==> src/hdl/rtdct_pkg.sv <==
package rtdct_pkg;

	localparam int RAW_W   = 16;
	localparam int CODE_W  = 15;
	localparam int REF_W   = 12;
	localparam int RQ_W    = 28;
	localparam int X_W     = 23;
	localparam int K1_W    = 28;
	localparam int PROD_W  = 56;
	localparam int ARG_W   = 53;
	localparam int ROOT_W  = 27;
	localparam int SQ_STG  = 27;
	localparam int ACC_W   = 42;
	localparam int TEMP_W  = 18;
	localparam int TDATA_W = 24;
	localparam int Q_DEPTH = 4;
	localparam int Q_AW    = 2;

	localparam logic [REF_W-1:0] REF_RESET = 12'd430;

	localparam logic [ARG_W:0]   ARG0_Q16  = 54'd8638803886096887;
	localparam logic [K1_W-1:0]  K1_PER_RQ = 28'd173160173;
	localparam logic [ROOT_W:0]  C0_Q8     = 28'd86625524;

	localparam logic signed [20:0] TEMP_MAX = 21'sd100000;
	localparam logic signed [20:0] TEMP_MIN = -21'sd25000;

	typedef logic [RQ_W-1:0] rq_t;
	typedef logic signed [ACC_W-1:0] acc_t;

	// horner coefficients, highest power first, q.24 centidegrees
	localparam acc_t POLY_Q24 [0:5] = '{
		42'sd8786991247,
		-42'sd12692494830,
		-42'sd16979977970,
		42'sd71080677957,
		42'sd477342665277,
		-42'sd406042181632
	};

	typedef struct packed {
		logic valid;
		rq_t  rq;
	} q_entry_t;

endpackage

==> src/hdl/rtdct_queue.sv <==
module rtdct_queue (
	input  logic                clk,
	input  logic                arst_n,
	input  rtdct_pkg::q_entry_t push,
	output logic                full,
	input  logic                pop,
	output rtdct_pkg::q_entry_t head
);

	rtdct_pkg::rq_t mem_q [0:rtdct_pkg::Q_DEPTH-1];
	logic [rtdct_pkg::Q_AW-1:0] wr_q, rd_q;
	logic [rtdct_pkg::Q_AW:0]   cnt_q;
	logic do_push, do_pop;

	assign full       = (cnt_q == rtdct_pkg::Q_AW'(0) + (rtdct_pkg::Q_AW+1)'(rtdct_pkg::Q_DEPTH));
	assign head.valid = (cnt_q != '0);
	assign head.rq    = mem_q[rd_q];
	assign do_push    = push.valid && !full;
	assign do_pop     = pop && head.valid;

	always_ff @(posedge clk) begin
		if (do_push) begin
			mem_q[wr_q] <= push.rq;
		end
	end

	always_ff @(posedge clk or negedge arst_n) begin
		if (!arst_n) begin
			wr_q  <= '0;
			rd_q  <= '0;
			cnt_q <= '0;
		end else begin
			if (do_push) wr_q <= wr_q + 1'b1;
			if (do_pop) rd_q <= rd_q + 1'b1;
			cnt_q <= cnt_q + (rtdct_pkg::Q_AW+1)'(do_push) - (rtdct_pkg::Q_AW+1)'(do_pop);
		end
	end

endmodule

==> config.mk <==
export PLATFORM = sky130hd
export DESIGN_NAME = rtdct_queue
export DESIGN_NICKNAME = d
export VERILOG_FILES = /design/src/hdl/rtdct_pkg.sv /design/src/hdl/rtdct_queue.sv
export SDC_FILE = /design/constraint.sdc
export NUM_CORES = 1
export LEC_CHECK = 0
export ABC_AREA = 1
export BUFFER_PORTS_ARGS = -buffer_cell sky130_fd_sc_hd__buf_2
export CAP_MARGIN = 20
export CORE_ASPECT_RATIO = 1.4
export CORE_MARGIN = 10
export CORE_UTILIZATION = 61
export DETAILED_ROUTE_END_ITERATION = 8
export PLACE_DENSITY = 0.93
export SLEW_MARGIN = 20
export SYNTH_ARGS = -nofsm -noshare
export SYNTH_HDL_FRONTEND = slang
export SYNTH_SLANG_ARGS = --single-unit
export TNS_END_PERCENT = 1
==> constraint.sdc <==
create_clock -name clk -period 5.3 [get_ports clk]
set_input_delay 0.795 -clock clk [delete_from_list [all_inputs] [get_ports clk]]
set_output_delay 0.795 -clock clk [all_outputs]
set_load 0.05 [all_outputs]
==> key figures <==
Layout
  • Layout Utilization: 0.736
  • Share of cells above drive strength 1: 0.192
  • Area Growth Syn to Fin: 17.8%
  • Final #Nets: 516

Worst hold path
  • Min-Delay Path Class: in -> async

Critical path
  • Worst EP required: 4510 ps
  • Setup crit end kind: output pin
  • Worst EP arrival: around 2700 ps
  • CP Max Fanout: between 50 and 60
  • Critical path class: reg -> out
  • CP Launch Type: flip-flop

Synth
  • Top-count cell post-synth: edfxtp_1
  • Number of enable flip-flop cells after synthesis: 112
  • Cells after synthesis: 414
  • Synth top area share: 0.695
  • Syn avg cell area: 11.7 um2
  • Register bit count reported by yosys: around 120
  • Net Count, Synth: 453
  • Leading area contributor after synthesis: edfxtp_1
  • Post-synth top cells: edfxtp_1, nand2_1, nor2_1
  • Warnings from Yosys: 0
  • Prevailing post-synth register cell: edfxtp_1
  • Sequential area share after synthesis: 0.731
  • Largest cells by area after synthesis: edfxtp_1, nand2_1, nor2_1
  • Ys async rst share: 0.0588
  • Post-synthesis cell area: between 0.004 and 0.005 mm2
  • Synth cell types: 16

STA
  • Relative slew slack: 0.379
  • Final TNS setup: 0 ps
  • Setup violators final: 0
  • Clock skew: just over 10 ps
  • Min cycle time layout: roughly 3500 ps
  • Final hold slack: 118 ps
  • Final slew viol count: 0
  • Worst Tran Pin Value: 931 ps
  • RSZ-0062 raised after global routing: false
  • Max Clock Freq: 283 MHz
  • Tcrit/Tclk final: 0.666
  • Hold Vio Cnt, Final: 0

CTS
  • CTS tree: yes
  • Cts hold-fix bufs: 0
  • Post-CTS setup repair buffer count: 0
  • Clock Latency Late Sink: 510 ps
  • Gates resized, CTS repair: 0
  • H-tree depth: 4
  • Root Driver: clkbuf_8
  • Clock Sinks: between 100 and 150
  • Clk slew on worst S/H paths: 60 ps
  • Longest Clk Path Bufs: 2
  • CTS buffer count: 17

Floorplan
  • Die width: 95.3 um
  • I/O Pins: 62
  • Std cell rows: 38
  • Initial cell density of the core: 0.624
  • Die area: approximately 0.012 mm2
  • Core Box Area: 0.00775 mm2
  • Die height: 125 um

Job
  • MaxCap Viol Count: 0

Power
  • Worst vdd ir: 631 uV
  • Overall power: 3.88 mW
  • P per Cell Area: a little under 700 mW/mm2
  • Static leakage: 2.38 nW

GRT
  • Initial antenna violation count: 0
  • Grt ovf: 0
  • Tot GR Track Use: 0.178
  • Largest net degree at the start of global routing: 58
  • Vias in the first global route: 3187
  • First-pass GRT wire length: ~16 mm

Placement
  • Final GP Congestion: 0.794
  • Post-DP HPWL: 5.92 mm
  • Buffers on Ports: about 60

Route
  • Antenna-violating nets left: 0
  • Vias/cell: between 5 and 6
  • WL per Instance: around 17 um
  • Drt drc: 0
  • DRT Pass-1 Iters: 7
  • Final wirelength: just over 10 mm
  • Via Count: between 3000 and 4000
  • Initial DRC Count: between 300 and 400

Outcome
  • Status: completed
through the flow:
stage	area [um2]	setup WS, ps	instances
3_3_place_gp	5190	2450	558
2_1_floorplan	4840	2750	414
3_5_place_dp	5190	2370	558
6_report	5700	1770	591
5_1_grt	5700	1570	590
4_1_cts	5700	1790	590
kinds of logic after synthesis:
| kind of cell | Yosys count | synth area share |
|---|---|---|
| buffers and inverters | 63 | 0.0587 |
| AOI/OAI and AO/OA | 56 | 0.0579 |
| DFF | 119 | 0.731 |
| and+or+nand+nor | 169 | 0.132 |
| adders and majority gates | 7 | 0.0197 |
cell usage in the layout, fill, tap and decap left out, drive strengths merged:
cell,instances
o21ai,56
clkbuf,27
nand2,103
clkinv,5
fa,1
ha,6
edfxtp,112
nand3,5
inv,45
nor2,61
dfrtp,7
diode,1
buf,62
where the power goes:
group / leakage, nW / switching (mW) / internal (mW)
Combinational: 1.02 / 1.24 / 0.333
Clock: 0.254 / 0.359 / 0.606
Sequential: 1.11 / 0.0921 / 1.25
Total: 2.38 / 1.69 / 2.19
worst max-delay path, cell delays in order (launching register included):
cell and delay, ps:
dfrtp_2 690, buf_4 560, inv_2 360, o21ai_1 250
nand2_1 100, buf_2 220
per-layer routing:
layer | GRT usage | vias to the layer above | share of wire | wire [um]
li1 | - | 1499 | - | -
met1 | 0.180 | 1529 | 0.36 | 3740
met2 | 0.309 | 143 | 0.54 | 5630
met3 | 0.0569 | 27 | 0.068 | 704
met4 | 0.0998 | 0 | 0.025 | 260
met5 | 0 | - | 0 | 0
state kept, by name, indices dropped and copies added, names as in the netlist:
| name | cells |
|---|---|
| mem_q | 112 |
| cnt_q | 3 |
| rd_q | 2 |
| wr_q | 2 |
area by class of cell:
cell class	instances	area [um2]
fillers	441	2050
multi-input cells	232	1050
flip-flops and latches	119	3540
clock buffers	27	482
well taps	100	125
inverters	45	169
repair buffers	62	313
clock inverters	5	25.0
diodes	1	2.50
final timing paths:
path,slack (ps),startpoint,depth (start not counted),to
min in group clk,500,push[8],1,mem_q[0][8]
setup / recovery,1770,rd_q[0],5,head[18]
max in group asynchronous,5000,arst_n,1,rd_q[0]
hold reg to reg,510,cnt_q[0],1,cnt_q[0]
hold / removal,120,arst_n,1,cnt_q[1]
setup reg to reg,2980,cnt_q[1],10,cnt_q[2]
Note: power is estimated with default switching activity, not from simulation.
