<file path="src/hdl/rtdct_pkg.sv">
package rtdct_pkg;

	localparam int RAW_W   = 16;
	localparam int CODE_W  = 15;
	localparam int REF_W   = 12;
	localparam int RQ_W    = 28;
	localparam int X_W     = 23;
	localparam int K1_W    = 28;
	localparam int PROD_W  = 56;
	localparam int ARG_W   = 53;
	localparam int ROOT_W  = 27;
	localparam int SQ_STG  = 27;
	localparam int ACC_W   = 42;
	localparam int TEMP_W  = 18;
	localparam int TDATA_W = 24;
	localparam int Q_DEPTH = 4;
	localparam int Q_AW    = 2;

	localparam logic [REF_W-1:0] REF_RESET = 12'd430;

	localparam logic [ARG_W:0]   ARG0_Q16  = 54'd8638803886096887;
	localparam logic [K1_W-1:0]  K1_PER_RQ = 28'd173160173;
	localparam logic [ROOT_W:0]  C0_Q8     = 28'd86625524;

	localparam logic signed [20:0] TEMP_MAX = 21'sd100000;
	localparam logic signed [20:0] TEMP_MIN = -21'sd25000;

	typedef logic [RQ_W-1:0] rq_t;
	typedef logic signed [ACC_W-1:0] acc_t;

	// horner coefficients, highest power first, q.24 centidegrees
	localparam acc_t POLY_Q24 [0:5] = '{
		42'sd8786991247,
		-42'sd12692494830,
		-42'sd16979977970,
		42'sd71080677957,
		42'sd477342665277,
		-42'sd406042181632
	};

	typedef struct packed {
		logic valid;
		rq_t  rq;
	} q_entry_t;

endpackage

</file>
<file path="src/hdl/rtdct_front.sv">
module rtdct_front (
	input  logic                          clk,
	input  logic                          arst_n,
	input  logic                          cfg_we,
	input  logic [rtdct_pkg::REF_W-1:0]   cfg_wdata,
	input  logic                          in_valid,
	input  logic [rtdct_pkg::RAW_W-1:0]   raw_word,
	output rtdct_pkg::q_entry_t           push
);

	logic [rtdct_pkg::REF_W-1:0] ref_q;
	logic [rtdct_pkg::CODE_W+rtdct_pkg::REF_W-1:0] scaled;

	always_ff @(posedge clk or negedge arst_n) begin
		if (!arst_n) begin
			ref_q <= rtdct_pkg::REF_RESET;
		end else if (cfg_we) begin
			ref_q <= cfg_wdata;
		end
	end

	// drop the fault bit, resistance in q12.16 ohms
	assign scaled     = raw_word[rtdct_pkg::RAW_W-1:1] * ref_q;
	assign push.rq    = {scaled, 1'b0};
	assign push.valid = in_valid;

endmodule

</file>
<file path="config.mk">
export PLATFORM = sky130hd
export DESIGN_NAME = rtdct_front
export DESIGN_NICKNAME = d
export VERILOG_FILES = /design/src/hdl/rtdct_pkg.sv /design/src/hdl/rtdct_front.sv
export SDC_FILE = /design/constraint.sdc
export NUM_CORES = 1
export LEC_CHECK = 0
export BUFFER_PORTS_ARGS = -buffer_cell sky130_fd_sc_hd__buf_4
export CAP_MARGIN = 5
export CORE_ASPECT_RATIO = 0.7
export CORE_MARGIN = 8
export CORE_UTILIZATION = 60
export DETAILED_ROUTE_END_ITERATION = 12
export MAX_ROUTING_LAYER = met4
export PLACE_DENSITY = 0.83
export RECOVER_POWER = 100
export SLEW_MARGIN = 20
export SYNTH_ARGS = -nofsm -noshare
export SYNTH_HDL_FRONTEND = slang
export SYNTH_SLANG_ARGS = --single-unit
</file>
<file path="constraint.sdc">
create_clock -name clk -period 9.75 [get_ports clk]
set_clock_uncertainty 0.15 [all_clocks]
set_input_delay 1.95 -clock clk [delete_from_list [all_inputs] [get_ports clk]]
set_output_delay 1.95 -clock clk [all_outputs]
set_load 0.005 [all_outputs]
</file>
==> impl_metrics.toml <==
[routing]
wl_per_cell_um = 15.88
drc = 0
drtIter0Drc = 256
antenna_left = 0
firstDrtPassIters = 5
finalWirelength_um = 14150
vias_per_cell = 5.565
routed-via-count = 4958

[synth]
synth.distinct_cells = 49
synthXorXnorAreaFrac = 0.02638
syn-num-nets = 958
muxShareOfSynthArea = 0.02459
netlist_area_sq_um = 6309
synth-edff-count = 0
synth_top_family_by_area = "adder cells"
synthFlopType = "dfstp_2"
synth-simple-area-share = 0.1668
synth_fa_ha_area_frac = 0.5415
yosysWarnings = 0
synth_compound_area_frac = 0.06882
synthCells = 731
synthArstFlopShare = 1.000
synth-seq-cells = 12
syn_area_per_cell_sq_um = 8.630
yosysSeqAreaShare = 0.04879

[clock_tree]
cts-root-buf = "clkbuf_16"
h-tree-depth = 1
cts-resized-gates = 0
clock_path_buffers = 2
ctsHoldBuffers = 0
cts_setup_buffers = 0
cts_tree = "done"
cts_buffers = 3
clk_pin_slew_ns = 0.04
clk_latency_ns = 0.24
cts_sinks = 12

[worst_setup_path]
r2r_start = "ref_q[9]"
rr_worst_depth = 1
setup.worst_path.end_class = "output pin"
critPathMaxStageDelay_ns = 0.51
rrSetupSlack_ns = 8.48
cp_max_fo = 12
timing.rr.end = "ref_q[9]"
cp_data_arrival_time_ns = 7.10
critPathLaunch = "raw_word[5]"
critPathKind = "in2out"
slowest_stage = "fa_1"
crit_path_start_kind = "input pin"
critPathRequiredTime_ns = 7.65
cp_cell_sequence = "clkbuf_1, nand2_1, fa_1, fa_1, inv_1, fa_1, fa_1, inv_1, fa_1, inv_1, ha_1, nand3_1, a2111o_1, o21a_1, and4b_1, or3_1, clkbuf_4"
endpoint = "push[24]"
cp_common_cell = "fa_1"

[sta]
slew_headroom = 0.5623
finalSetupViolCount = 0
drv_slew = 0
finalCritPeriodShare = 0.9434
hold_viol = 0
fmax_mhz = 108.7
post-route-min-period_ns = 9.198
worst_pin_slew_ns = 0.6565
setup_tns_ns = 0
rsz0062_at_grt = "false"

[layout]
drive_above_1_share = 0.1014
nFillCells = 865
regMostFlops = "ref_q"
antennaDiodeCount = 0
finalNetCount = 987
seqCellArea_sq_um = 307.8
largest_registers = "ref_q: 12 flops"
largest_reg_flops = 12
syn2layout_area_growth_pct = 8.370
multi_input_area_sq_um = 5228

[place]
dp_hpwl_um = 11910
place_congestion = 0.8737
portBuffers = 56

[die]
die_area_sq_um = 14100
fp.dieH_um = 101.8
core_area_sq_um = 10280
rows = 31
initial_core_util = 0.6138
boundaryPins = 61
dieWidth_um = 138.6

[global_routing]
first_global_vias = 5384
grt_usage = 0.2157
overflow = 0
grt_pass1_wl_um = 24670
grt_max_degree = 17
antenna_found_initial = 0

[hold_path]
hold_class = "reg2reg"

[job]
cap_violations = 0

[run_status]
status = "complete, no violations"
cell usage after synthesis (2+ instances only):
cell | count | area share
fa_1 | 130 | 0.41
o21bai_1 | 4 | 0.0048
a211o_1 | 3 | 0.0042
xor2_1 | 5 | 0.0069
nand2_1 | 129 | 0.077
and3_1 | 3 | 0.0030
a31oi_1 | 6 | 0.0060
o21ai_0 | 5 | 0.0040
xnor2_1 | 14 | 0.019
a21oi_1 | 21 | 0.017
dfstp_2 | 6 | 0.025
inv_1 | 171 | 0.10
o21a_1 | 3 | 0.0036
nand3_1 | 7 | 0.0056
nor4_1 | 2 | 0.0020
mux2i_1 | 2 | 0.0032
mux2_2 | 12 | 0.021
buf_4 | 3 | 0.0036
nor3_1 | 3 | 0.0024
ha_1 | 65 | 0.13
a21o_1 | 10 | 0.012
dfrtp_1 | 6 | 0.024
clkbuf_1 | 28 | 0.017
or3_1 | 2 | 0.0020
and2_1 | 60 | 0.060
nor2_1 | 6 | 0.0036
nand2b_1 | 2 | 0.0020
o211ai_1 | 2 | 0.0024
worst max-delay path, delay by kind of cell:
family                     cells  cell delay, ns
adders and majority gates      6            2.87
and+or+nand+nor                4            0.92
buffers and inverters          5            0.74
AOI/OAI and AO/OA              2            0.60
per-stage QoR:
stage,area (sq um),util,instances,setup WS [ns],hold WS (ns)
after global placement,6763,0.6579,887,0.8239,0.5931
after CTS,6852,0.6666,891,0.7560,0.6118
after detailed placement,6763,0.6579,887,0.7677,0.6053
after global routing,6837,0.6651,891,0.2313,0.6358
final,6837,0.6651,891,0.5520,0.6142
after floorplan,6309,-,731,1.128,0.3999
layout make-up:
class / instances / area share
clock buffers: 4 / 0.01299
flip-flops and latches: 12 / 0.04502
repair buffers: 56 / 0.05930
multi-input cells: 516 / 0.7646
inverters: 171 / 0.09389
well taps: 132 / 0.02416
kinds of logic after synthesis:
logic type	Yosys count
AOI/OAI and AO/OA	65
xor gates and xnor gates	19
adders and majority gates	195
buffers and inverters	203
DFF	12
muxes	14
other	1
and+or+nand+nor	222
how the worst min path moves through the flow:
stage	from	endpoint	slack (ns)	depth (start not counted)
2_1_floorplan	ref_q[9]	ref_q[9]	0.40	1
3_3_place_gp	ref_q[1]	ref_q[1]	0.59	1
3_5_place_dp	ref_q[1]	ref_q[1]	0.61	1
4_1_cts	ref_q[1]	ref_q[1]	0.61	1
5_1_grt	ref_q[1]	ref_q[1]	0.64	1
6_report	ref_q[1]	ref_q[1]	0.61	1
routing by layer:
| metal | share of wire | track usage |
|---|---|---|
| met5 | 0 | - |
| met2 | 0.51 | 0.3811 |
| met1 | 0.42 | 0.2648 |
| met4 | 0.019 | 0.05408 |
| met3 | 0.053 | 0.01874 |
cell usage in the layout (no fill, tap or decap), types with 7 or more instances in the layout:
cell / count
mux2_2: 12
a21o_1: 10
clkbuf_4: 21
xnor2_1: 14
a21oi_1: 21
inv_1: 171
ha_1: 65
buf_4: 31
nand2_1: 129
fa_1: 130
and2_1: 59
nand3_1: 7
Power is not shown: default switching activity piles up to over one toggle a cycle in this logic, so the estimate is an artifact.
